File: config.mk
export PLATFORM = sky130hd
export DESIGN_NAME = spi_flash_command_planner
export DESIGN_NICKNAME = d
export VERILOG_FILES = /design/src/hw/rtl/sfcp_pkg.sv /design/src/hw/rtl/sfcp_ctrl.sv /design/src/hw/rtl/sfcp_dpath.sv /design/src/hw/rtl/spi_flash_command_planner.sv
export VERILOG_INCLUDE_DIRS = /design/src /design/src/hw/rtl
export SDC_FILE = /design/constraint.sdc
export NUM_CORES = 1
export LEC_CHECK = 0
export BUFFER_PORTS_ARGS = -buffer_cell sky130_fd_sc_hd__buf_2
export CAP_MARGIN = 20
export CORE_MARGIN = 3
export CORE_UTILIZATION = 55
export CTS_CLUSTER_SIZE = 14
export DETAILED_ROUTE_END_ITERATION = 10
export GPL_TIMING_DRIVEN = 0
export PLACE_DENSITY = 0.75
export SLEW_MARGIN = 20
export SYNTH_ARGS = -nofsm -noshare
export SYNTH_HDL_FRONTEND = slang
export SYNTH_SLANG_ARGS = --single-unit
File: constraint.sdc
create_clock -name clk -period 7.1 [get_ports clk]
set_clock_uncertainty 0.1 [all_clocks]
set_input_delay 0.71 -clock clk [delete_from_list [all_inputs] [get_ports clk]]
set_output_delay 0.71 -clock clk [all_outputs]
set_load 0.005 [all_outputs]
File: src/hw/rtl/spi_flash_command_planner_assert.svh
// ----------------------------------------------------------------------------
// spi flash command planner assertion macros
// concurrent assertion wrappers, empty when SYNTH is defined
// ----------------------------------------------------------------------------
`ifndef SPI_FLASH_COMMAND_PLANNER_ASSERT_SVH
`define SPI_FLASH_COMMAND_PLANNER_ASSERT_SVH

`ifndef SYNTH
// same-cycle implication
`define SFCP_ASSERT_IMP(lbl, clk, rst_n, ante, cons, msg) \
  lbl: assert property (@(posedge clk) disable iff (!rst_n) (ante) |-> (cons)) \
    else $error(msg);
// next-cycle implication
`define SFCP_ASSERT_NXT(lbl, clk, rst_n, ante, cons, msg) \
  lbl: assert property (@(posedge clk) disable iff (!rst_n) (ante) |=> (cons)) \
    else $error(msg);
`else
`define SFCP_ASSERT_IMP(lbl, clk, rst_n, ante, cons, msg)
`define SFCP_ASSERT_NXT(lbl, clk, rst_n, ante, cons, msg)
`endif

`endif

File: src/hw/rtl/sfcp_pkg.sv
// ----------------------------------------------------------------------------
// sfcp_pkg
// shared types, codes and constants of the spi flash command planner
// ----------------------------------------------------------------------------
package sfcp_pkg;

  localparam int ADDR_W = 24;
  localparam int LEN_W  = 25;
  localparam int CNT_W  = 16;
  localparam int SUM_W  = ADDR_W + 2;

  localparam int PAGE_BYTES_DEF      = 256;
  localparam int SECTOR_BYTES_DEF    = 4096;
  localparam int MAX_WRITE_BYTES_DEF = 4096;
  localparam int ADDRESS_BITS_DEF    = 24;
  localparam int MAX_RESULTS         = 64;

  localparam logic [LEN_W-1:0] FLASH_SIZE_RESET = LEN_W'(256 * 1024);
  localparam logic [LEN_W-1:0] READ_LEN_MAX     = LEN_W'(16'hFFFF);

  // flash command bytes
  localparam logic [7:0] CMD_READ    = 8'h03;
  localparam logic [7:0] CMD_PROGRAM = 8'h02;
  localparam logic [7:0] CMD_ERASE   = 8'h20;

  // request kinds
  typedef enum logic [1:0] {
    OP_READ  = 2'd0,
    OP_WRITE = 2'd1,
    OP_ERASE = 2'd2,
    OP_RSVD  = 2'd3
  } sfcp_op_t;

  typedef struct packed {
    logic [1:0]       operation;
    logic [ADDR_W-1:0] start_address;
    logic [LEN_W-1:0]  length;
  } sfcp_req_t;

  typedef struct packed {
    logic              command_valid;
    logic [7:0]        flash_opcode;
    logic [ADDR_W-1:0] flash_address;
    logic [CNT_W-1:0]  byte_count;
    logic              status;
    logic              last;
  } sfcp_res_t;

  // controller to datapath
  typedef struct packed {
    logic load;   // latch request
    logic calc;   // register end and rounded bounds
    logic start;  // set up emission
    logic step;   // emit one result into output register
  } sfcp_cmd_t;

  // datapath to controller
  typedef struct packed {
    logic bad;        // request rejected
    logic empty;      // request yields no result
    logic slot_free;  // output register can take a result
    logic last;       // current result is the final one
  } sfcp_sts_t;

endpackage

File: src/hw/rtl/sfcp_ctrl.sv
// ----------------------------------------------------------------------------
// sfcp_ctrl
// request sequencer: intake, bound check, then one result per free slot
// ----------------------------------------------------------------------------
module sfcp_ctrl
  import sfcp_pkg::*;
(
  input  logic      clk,
  input  logic      rst_n,
  input  logic      in_valid,
  output logic      in_ready,
  input  sfcp_sts_t sts,
  output sfcp_cmd_t cmd
);

  typedef enum logic [1:0] {
    ST_IDLE,
    ST_CALC,
    ST_CHECK,
    ST_EMIT
  } state_t;

  state_t state_r, state_nxt;
  logic   in_ready_r;

  // next state and datapath commands
  always_comb begin
    state_nxt = state_r;
    cmd       = '0;
    case (state_r)
      ST_IDLE: begin
        if (in_valid && in_ready_r) begin
          cmd.load  = 1'b1;
          state_nxt = ST_CALC;
        end
      end
      ST_CALC: begin
        cmd.calc  = 1'b1;
        state_nxt = ST_CHECK;
      end
      ST_CHECK: begin
        if (!sts.bad && sts.empty) begin
          state_nxt = ST_IDLE;
        end else begin
          cmd.start = 1'b1;
          state_nxt = ST_EMIT;
        end
      end
      ST_EMIT: begin
        if (sts.slot_free) begin
          cmd.step = 1'b1;
          if (sts.last) begin
            state_nxt = ST_IDLE;
          end
        end
      end
      default: state_nxt = ST_IDLE;
    endcase
  end

  // state and registered ready
  always_ff @(posedge clk) begin
    if (!rst_n) begin
      state_r    <= ST_IDLE;
      in_ready_r <= 1'b0;
    end else begin
      state_r    <= state_nxt;
      in_ready_r <= (state_nxt == ST_IDLE);
    end
  end

  assign in_ready = in_ready_r;

endmodule

File: src/hw/rtl/sfcp_dpath.sv
// ----------------------------------------------------------------------------
// sfcp_dpath
// request registers, range and count checks, page and sector walk,
// size register and output register
// ----------------------------------------------------------------------------
`include "spi_flash_command_planner_assert.svh"

module sfcp_dpath
  import sfcp_pkg::*;
#(
  parameter int PAGE_BYTES      = PAGE_BYTES_DEF,
  parameter int SECTOR_BYTES    = SECTOR_BYTES_DEF,
  parameter int MAX_WRITE_BYTES = MAX_WRITE_BYTES_DEF,
  parameter int ADDRESS_BITS    = ADDRESS_BITS_DEF
) (
  input  logic             clk,
  input  logic             rst_n,
  input  sfcp_req_t        in_data,
  input  logic             cfg_write_en,
  input  logic [LEN_W-1:0] cfg_write_data,
  input  logic             out_ready,
  output logic             out_valid,
  output sfcp_res_t        out_data,
  input  sfcp_cmd_t        cmd,
  output sfcp_sts_t        sts
);

  localparam int PG_W   = $clog2(PAGE_BYTES);
  localparam int SEC_W  = $clog2(SECTOR_BYTES);
  localparam int ROOM_W = PG_W + 1;
  localparam int REM_W  = $clog2(MAX_WRITE_BYTES + 1);
  localparam int CW     = (ROOM_W > REM_W) ? ROOM_W : REM_W;
  localparam int AW1    = ADDR_W + 1;

  localparam logic [SUM_W-1:0] PAGE_M1   = SUM_W'(PAGE_BYTES - 1);
  localparam logic [SUM_W-1:0] SECT_M1   = SUM_W'(SECTOR_BYTES - 1);
  localparam logic [SUM_W-1:0] SECT_MASK = ~SECT_M1;
  localparam logic [SUM_W-1:0] SECT_SZ   = SUM_W'(SECTOR_BYTES);
  localparam logic [SUM_W-1:0] RES_MAX   = SUM_W'(MAX_RESULTS);
  localparam logic [LEN_W-1:0] WR_MAX    = LEN_W'(MAX_WRITE_BYTES);
  localparam logic [LEN_W-1:0] SPAN      = LEN_W'(64'd1 << ADDRESS_BITS);
  localparam logic [ROOM_W-1:0] PAGE_SZ  = ROOM_W'(PAGE_BYTES);

  typedef enum logic [1:0] {
    EM_INVALID,
    EM_READ,
    EM_PROG,
    EM_ERASE
  } emit_t;

  logic [LEN_W-1:0]  flash_size_r;
  logic [1:0]        op_r;
  logic [ADDR_W-1:0] start_r;
  logic [LEN_W-1:0]  len_r;
  logic [SUM_W-1:0]  end_r;
  logic [SUM_W-1:0]  span_r;
  logic [SUM_W-1:0]  stop_r;
  emit_t             mode_r;
  logic [AW1-1:0]    addr_r;
  logic [REM_W-1:0]  rem_r;
  logic              out_valid_r;
  sfcp_res_t         out_data_r;

  logic [LEN_W-1:0]  limit;
  logic [SUM_W-1:0]  first;
  logic [SUM_W-1:0]  pages;
  logic [SUM_W-1:0]  sectors;
  logic              bad;
  logic              empty;
  logic [ROOM_W-1:0] room;
  logic [CW-1:0]     rem_ext;
  logic [CW-1:0]     room_ext;
  logic [CW-1:0]     chunk;
  logic              prog_last;
  logic [SUM_W-1:0]  after;
  logic              erase_last;
  sfcp_res_t         res;
  logic              res_last;

  // request checks, valid in the check cycle
  always_comb begin
    limit   = (flash_size_r > SPAN) ? SPAN : flash_size_r;
    first   = SUM_W'(start_r) & SECT_MASK;
    pages   = span_r >> PG_W;
    sectors = (stop_r - first) >> SEC_W;
    bad     = (op_r == OP_RSVD) || (end_r > SUM_W'(limit));
    empty   = 1'b0;
    case (op_r)
      OP_READ:  bad = bad || (len_r > READ_LEN_MAX);
      OP_WRITE: begin
        bad   = bad || (len_r > WR_MAX) || (pages > RES_MAX);
        empty = (len_r == '0);
      end
      OP_ERASE: begin
        bad   = bad || (sectors > RES_MAX);
        empty = (stop_r == first);
      end
      default: ;
    endcase
  end

  // page chunk and sector walk
  always_comb begin
    room       = PAGE_SZ - ROOM_W'(addr_r[PG_W-1:0]);
    rem_ext    = CW'(rem_r);
    room_ext   = CW'(room);
    chunk      = (rem_ext < room_ext) ? rem_ext : room_ext;
    prog_last  = (rem_ext <= room_ext);
    after      = SUM_W'(addr_r) + SECT_SZ;
    erase_last = (after >= stop_r);
  end

  // result for the current step
  always_comb begin
    res      = '0;
    res_last = 1'b1;
    case (mode_r)
      EM_INVALID: begin
        res.status = 1'b1;
        res.last   = 1'b1;
      end
      EM_READ: begin
        res.command_valid = 1'b1;
        res.flash_opcode  = CMD_READ;
        res.flash_address = start_r;
        res.byte_count    = len_r[CNT_W-1:0];
        res.last          = 1'b1;
      end
      EM_PROG: begin
        res.command_valid = 1'b1;
        res.flash_opcode  = CMD_PROGRAM;
        res.flash_address = addr_r[ADDR_W-1:0];
        res.byte_count    = CNT_W'(chunk);
        res.last          = prog_last;
        res_last          = prog_last;
      end
      EM_ERASE: begin
        res.command_valid = 1'b1;
        res.flash_opcode  = CMD_ERASE;
        res.flash_address = addr_r[ADDR_W-1:0];
        res.last          = erase_last;
        res_last          = erase_last;
      end
      default: ;
    endcase
  end

  // control registers
  always_ff @(posedge clk) begin
    if (!rst_n) begin
      flash_size_r <= FLASH_SIZE_RESET;
      out_valid_r  <= 1'b0;
    end else begin
      if (cfg_write_en) begin
        flash_size_r <= cfg_write_data;
      end
      if (cmd.step) begin
        out_valid_r <= 1'b1;
      end else if (out_ready) begin
        out_valid_r <= 1'b0;
      end
    end
  end

  // request, bound and walk registers
  always_ff @(posedge clk) begin
    if (cmd.load) begin
      op_r    <= in_data.operation;
      start_r <= in_data.start_address;
      len_r   <= in_data.length;
    end
    if (cmd.calc) begin
      end_r  <= SUM_W'(start_r) + SUM_W'(len_r);
      span_r <= SUM_W'(start_r[PG_W-1:0]) + SUM_W'(len_r) + PAGE_M1;
      stop_r <= (SUM_W'(start_r) + SUM_W'(len_r) + SECT_M1) & SECT_MASK;
    end
    if (cmd.start) begin
      rem_r <= len_r[REM_W-1:0];
      if (bad) begin
        mode_r <= EM_INVALID;
        addr_r <= AW1'(start_r);
      end else if (op_r == OP_READ) begin
        mode_r <= EM_READ;
        addr_r <= AW1'(start_r);
      end else if (op_r == OP_WRITE) begin
        mode_r <= EM_PROG;
        addr_r <= AW1'(start_r);
      end else begin
        mode_r <= EM_ERASE;
        addr_r <= first[AW1-1:0];
      end
    end
    if (cmd.step) begin
      out_data_r <= res;
      if (mode_r == EM_PROG) begin
        addr_r <= addr_r + AW1'(chunk);
        rem_r  <= rem_r - REM_W'(chunk);
      end else if (mode_r == EM_ERASE) begin
        addr_r <= after[AW1-1:0];
      end
    end
  end

  assign sts.bad       = bad;
  assign sts.empty     = empty;
  assign sts.slot_free = !out_valid_r || out_ready;
  assign sts.last      = res_last;
  assign out_valid     = out_valid_r;
  assign out_data      = out_data_r;

  // checks on the walk
  `SFCP_ASSERT_IMP(a_step_slot, clk, rst_n, cmd.step, !out_valid_r || out_ready, "step into busy output register")
  `SFCP_ASSERT_IMP(a_prog_rem, clk, rst_n, cmd.step && mode_r == EM_PROG, rem_r != '0, "page program with nothing left")
  `SFCP_ASSERT_IMP(a_erase_bound, clk, rst_n, cmd.step && mode_r == EM_ERASE, SUM_W'(addr_r) < stop_r, "sector erase past end")
  `SFCP_ASSERT_NXT(a_step_valid, clk, rst_n, cmd.step, out_valid_r, "stepped result not presented")

endmodule

File: src/hw/rtl/spi_flash_command_planner.sv
// ----------------------------------------------------------------------------
// spi_flash_command_planner
// turns valid read, write and erase requests into spi nor flash commands:
// one read, page programs split at page edges, or sector erases
// ----------------------------------------------------------------------------
//  channel | direction | handshake             | beat
//  in_     | input     | in_valid / in_ready   | one request (sfcp_req_t)
//  out_    | output    | out_valid / out_ready | one command result (sfcp_res_t)
//  cfg_    | input     | cfg_write_en          | flash size in bytes
//
//  a request passes intake, bound calculation and check, then one result per
//  cycle while the output is free (up to 64); the single sequencer sets this
//  the next request is taken in the cycle after its last result is registered
//  out_ready low holds the output register and pauses the walk
//  reset is synchronous, active low; flash size returns to 256 KiB
// ----------------------------------------------------------------------------
module spi_flash_command_planner
  import sfcp_pkg::*;
#(
  parameter int PAGE_BYTES      = PAGE_BYTES_DEF,
  parameter int SECTOR_BYTES    = SECTOR_BYTES_DEF,
  parameter int MAX_WRITE_BYTES = MAX_WRITE_BYTES_DEF,
  parameter int ADDRESS_BITS    = ADDRESS_BITS_DEF
) (
  input  logic             clk,
  input  logic             rst_n,
  input  logic             in_valid,
  output logic             in_ready,
  input  sfcp_req_t        in_data,
  output logic             out_valid,
  input  logic             out_ready,
  output sfcp_res_t        out_data,
  input  logic             cfg_write_en,
  input  logic [LEN_W-1:0] cfg_write_data
);

  sfcp_cmd_t cmd;
  sfcp_sts_t sts;

  // sequencer
  sfcp_ctrl u_ctrl (
    .clk      (clk),
    .rst_n    (rst_n),
    .in_valid (in_valid),
    .in_ready (in_ready),
    .sts      (sts),
    .cmd      (cmd)
  );

  // datapath
  sfcp_dpath #(
    .PAGE_BYTES      (PAGE_BYTES),
    .SECTOR_BYTES    (SECTOR_BYTES),
    .MAX_WRITE_BYTES (MAX_WRITE_BYTES),
    .ADDRESS_BITS    (ADDRESS_BITS)
  ) u_dpath (
    .clk            (clk),
    .rst_n          (rst_n),
    .in_data        (in_data),
    .cfg_write_en   (cfg_write_en),
    .cfg_write_data (cfg_write_data),
    .out_ready      (out_ready),
    .out_valid      (out_valid),
    .out_data       (out_data),
    .cmd            (cmd),
    .sts            (sts)
  );

endmodule

==> impl_metrics.yaml <==
sta:
  worstMarginPinSlew_ns: 0.815
  hold_viol: 0
  setup_viol: 0
  fin_tns_setup_ns: 0
  slew_headroom_pct: 45.2
  setup_slack_ns: 0.667
  min_period_ns: 6.43
  drv_slew: 0
  period_share_pct: 90.6
  clock.fmax_mhz: 155
  rsz0062_at_grt: "false"
clock_tree:
  cts.root.buffer_cell: "clkbuf_16"
  clkTransAtPathRegs_ns: 0.06
  postCtsSetupBuffers: 0
  ctsHoldBuffers: 0
  cts_buffer_depth: 3
  cts-htree-levels: 1
  worstSkewPairLatency_ns: 0.54
  cts.repair.resized: 0
  numCtsBuffers: 25
  cts_tree: "done"
  numClockSinks: 224
logic_synthesis:
  syn-instance-count: 1458
  synth-seq-cells: 224
  synth_area_mm2: 0.0147
  async_flop_share_pct: 0
  yosys.area.top_type_share_pct: 34.5
  yosys.area.top_type: "edfxtp_1"
  synth.area.top_cells: "edfxtp_1 35%, ha_1 11%, dfxtp_1 7.5%"
  synth-edff-count: 169
  synth_cell_type_count: 93
  synthFlopType: "edfxtp_1"
  avgSynthCellArea_um2: 10.1
  yosysWarnings: 0
  ys_seq_area_share_pct: 42.0
critical_path:
  crit_arrival_ns: 6.75
  crit_chain: "inv_1, ha_1, nand3b_1, nor3_1, inv_1, ha_1, a211o_1, nor2_1, mux2i_1, ha_1, fa_1, a211oi_1, o21a_1, nor2_1, a21boi_0, a2bb2oi_1, or3_1, or4_1, a21oi_1, a221o_1"
  worst-setup-path-type: "flip-flop to flip-flop"
  reg2reg_slack_ns: 0.67
  worst_path_max_delay_cell: "nor2_1"
  worstReg2RegStart: "u_dpath.addr_r[0]"
  crit_path_end_kind: "flip-flop"
  setup.worst_path.start_class: "flip-flop"
  cp_num_cells: 20
  path_delay_family: "compound AO/OA/AOI/OAI gates"
  reg2reg_to: "u_dpath.addr_r[24]"
  crit_top_cell: "ha_1"
  slowest_delay_ns: 0.60
  worstRegToRegCells: 20
  crit_buf_inv: 2
  crit_fanout: 9
  critPathRequiredTime_ns: 7.41
routing:
  route.detailed.drc: 0
  vias_per_cell: 6.12
  vias: 12100
  ant_nets: 0
  wl_um: 41300
  wire_per_inst_um: 20.8
  dr.pass1.iters: 6
  drtIter0Drc: 1158
finish:
  layout-drive-gt1-share_pct: 14.5
  nets: 1845
  fill_cells: 2146
  final_common_cell: "edfxtp_1"
  antenna_cells: 0
  area_growth_syn_to_layout_pct: 13.8
  final_cell_mix: "169 x edfxtp_1, 133 x buf_2, 133 x ha_1, 115 x inv_1, 97 x nand2_1"
  finalCoreUtilization_pct: 63.9
  multi_input_area_mm2: 0.00785
  regArea_mm2: 0.00618
placement:
  io_buffers: 126
  gp_congestion: 0.947
  dp_slack_ns: 0.893
  hpwl_um: 31600
status:
  status: "finished clean"
min_path:
  worstHoldPathCells: 1
  hp-start: "in_data[18]"
  hold_end: "u_dpath.len_r[18]"
  hp-class: "primary input to flip-flop"
power_and_ir_drop:
  power_frac_comb_pct: 43.3
  cell_internal_pwr_uw: 3480
  clockPowerShare_pct: 23.5
  seq_power_share_pct: 33.2
  leakage_uw: 0.00688
  p_sw_uw: 2140
  ir_worst_vdd_uv: 206
  power.share.switching_pct: 38.0
  p_per_area_mw_per_mm2: 336
floorplanning:
  dieArea_mm2: 0.0287
  dieWidth_um: 170
  die_h_um: 170
  rows: 59
  core_area_mm2: 0.0262
  pin_count: 134
  initial_utilization_pct: 56.1
flow_run:
  cap_violations: 0
global_routing:
  track_usage_pct: 28.2
  grt_max_degree: 43
  antenna_found_initial: 0
  grt_pass1_vias: 11600
  grt-ovfl-total: 0
  grt_pass1_wl_um: 63600
## synthesized netlist by cell type (5+ instances only)
| cell type | count |
|---|---|
| o221a_2 | 6 |
| nor2b_1 | 51 |
| clkbuf_1 | 41 |
| a21o_1 | 24 |
| a211o_1 | 8 |
| nor2_1 | 96 |
| o21ai_0 | 42 |
| edfxtp_1 | 169 |
| a211oi_1 | 17 |
| xor2_1 | 26 |
| o21a_1 | 19 |
| o311a_1 | 5 |
| nand2_1 | 97 |
| nor4_1 | 22 |
| dfxtp_1 | 55 |
| a21boi_0 | 5 |
| mux2i_1 | 35 |
| nor3_1 | 27 |
| xnor2_1 | 54 |
| o211ai_1 | 10 |
| ha_1 | 133 |
| a311oi_1 | 5 |
| and3_1 | 19 |
| or3_1 | 10 |
| and2_1 | 16 |
| o31ai_1 | 8 |
| a221o_1 | 21 |
| a22oi_1 | 33 |
| a21oi_1 | 65 |
| inv_1 | 115 |
| mux2_2 | 9 |
| buf_2 | 7 |
| or4_1 | 5 |
| nand3_1 | 47 |
| buf_4 | 9 |
| a31oi_1 | 9 |
| o21ai_1 | 5 |
| nand2b_1 | 12 |
| o21bai_1 | 6 |
| nand4_1 | 19 |
| or2_2 | 6 |
## worst max path at each step
stage                      start             endpoint  slack (ns)
2_1_floorplan  u_dpath.addr_r[2]  u_dpath.rem_ext[12]        1.79
3_3_place_gp            in_valid   u_dpath.start_r[0]        0.38
3_5_place_dp   u_dpath.addr_r[2]   u_dpath.addr_r[24]        0.89
4_1_cts        u_dpath.addr_r[2]   u_dpath.addr_r[24]        0.86
5_1_grt        u_dpath.addr_r[0]   u_dpath.addr_r[24]        0.40
6_report       u_dpath.addr_r[0]   u_dpath.addr_r[24]        0.67
## logic make-up (layout without fill, tap and decap cells)
| group | count (synthesis) | count (layout) | share of synthesized area [%] |
|---|---|---|---|
| xor gates and xnor gates | 80 | 80 | 4.76 |
| and+or+nand+nor | 447 | 447 | 15.6 |
| buffers and inverters | 177 | 356 | 4.91 |
| adders and majority gates | 137 | 137 | 11.9 |
| DFF | 224 | 224 | 42.0 |
| muxes | 44 | 44 | 3.07 |
| other | 1 | 9 | 0.0255 |
| AOI/OAI and AO/OA | 348 | 348 | 17.7 |
## power groups by stage
stage / combinational, µW / sequential [µW] / clock (µW)
after floorplan: 1870 / 1800 / 0
after global placement: 2310 / 1880 / 0
after detailed placement: 2380 / 1880 / 0
after CTS: 2400 / 1850 / 1330
after global routing: 2710 / 1880 / 1390
final: 2430 / 1860 / 1320
## layer usage
layer	share of wire, %	routed length, µm	track usage, %	vias up
met4	5.1	2100	12.4	0
li1	-	-	-	5752
met5	0	0	0	-
met1	44	18000	39.9	5674
met2	43	17800	43.6	584
met3	8.1	3350	3.68	113
## state kept, by name, summed over array words and instances (netlist names)
register	cells
u_dpath.mode_r	2
u_dpath.flash_size_r	25
u_ctrl.state_r	2
u_dpath.rem_ext	13
u_dpath.len_r	25
u_dpath.stop_r	14
u_dpath.end_r	26
u_dpath.out_valid	1
u_dpath.start_r	24
u_ctrl.in_ready	1
u_dpath.out_data	46
u_dpath.span_r	18
u_dpath.addr_r	25
u_dpath.op_r	2
## through the flow
| step | hold slack (ns) | power, µW | instances | cell area [µm²] |
|---|---|---|---|---|
| floorplan | 0.365 | 3660 | 1466 | 14700 |
| global route | 0.234 | 5980 | 1980 | 16700 |
| global placement | 0.395 | 4190 | 1927 | 15800 |
| finish | 0.247 | 5620 | 1980 | 16700 |
| detailed placement | 0.412 | 4260 | 1935 | 15900 |
| CTS | 0.233 | 5590 | 1980 | 16700 |
## layout make-up
cell class | count | share of cell area (%)
multi-input cells | 1065 | 46.9
flip-flops and latches | 224 | 36.9
repair buffers | 134 | 4.46
clock buffers | 27 | 3.78
inverters | 117 | 2.63
well taps | 335 | 2.50
plain buffers | 60 | 1.69
clock inverters | 18 | 1.14
Note: power is estimated with default switching activity, not from simulation.
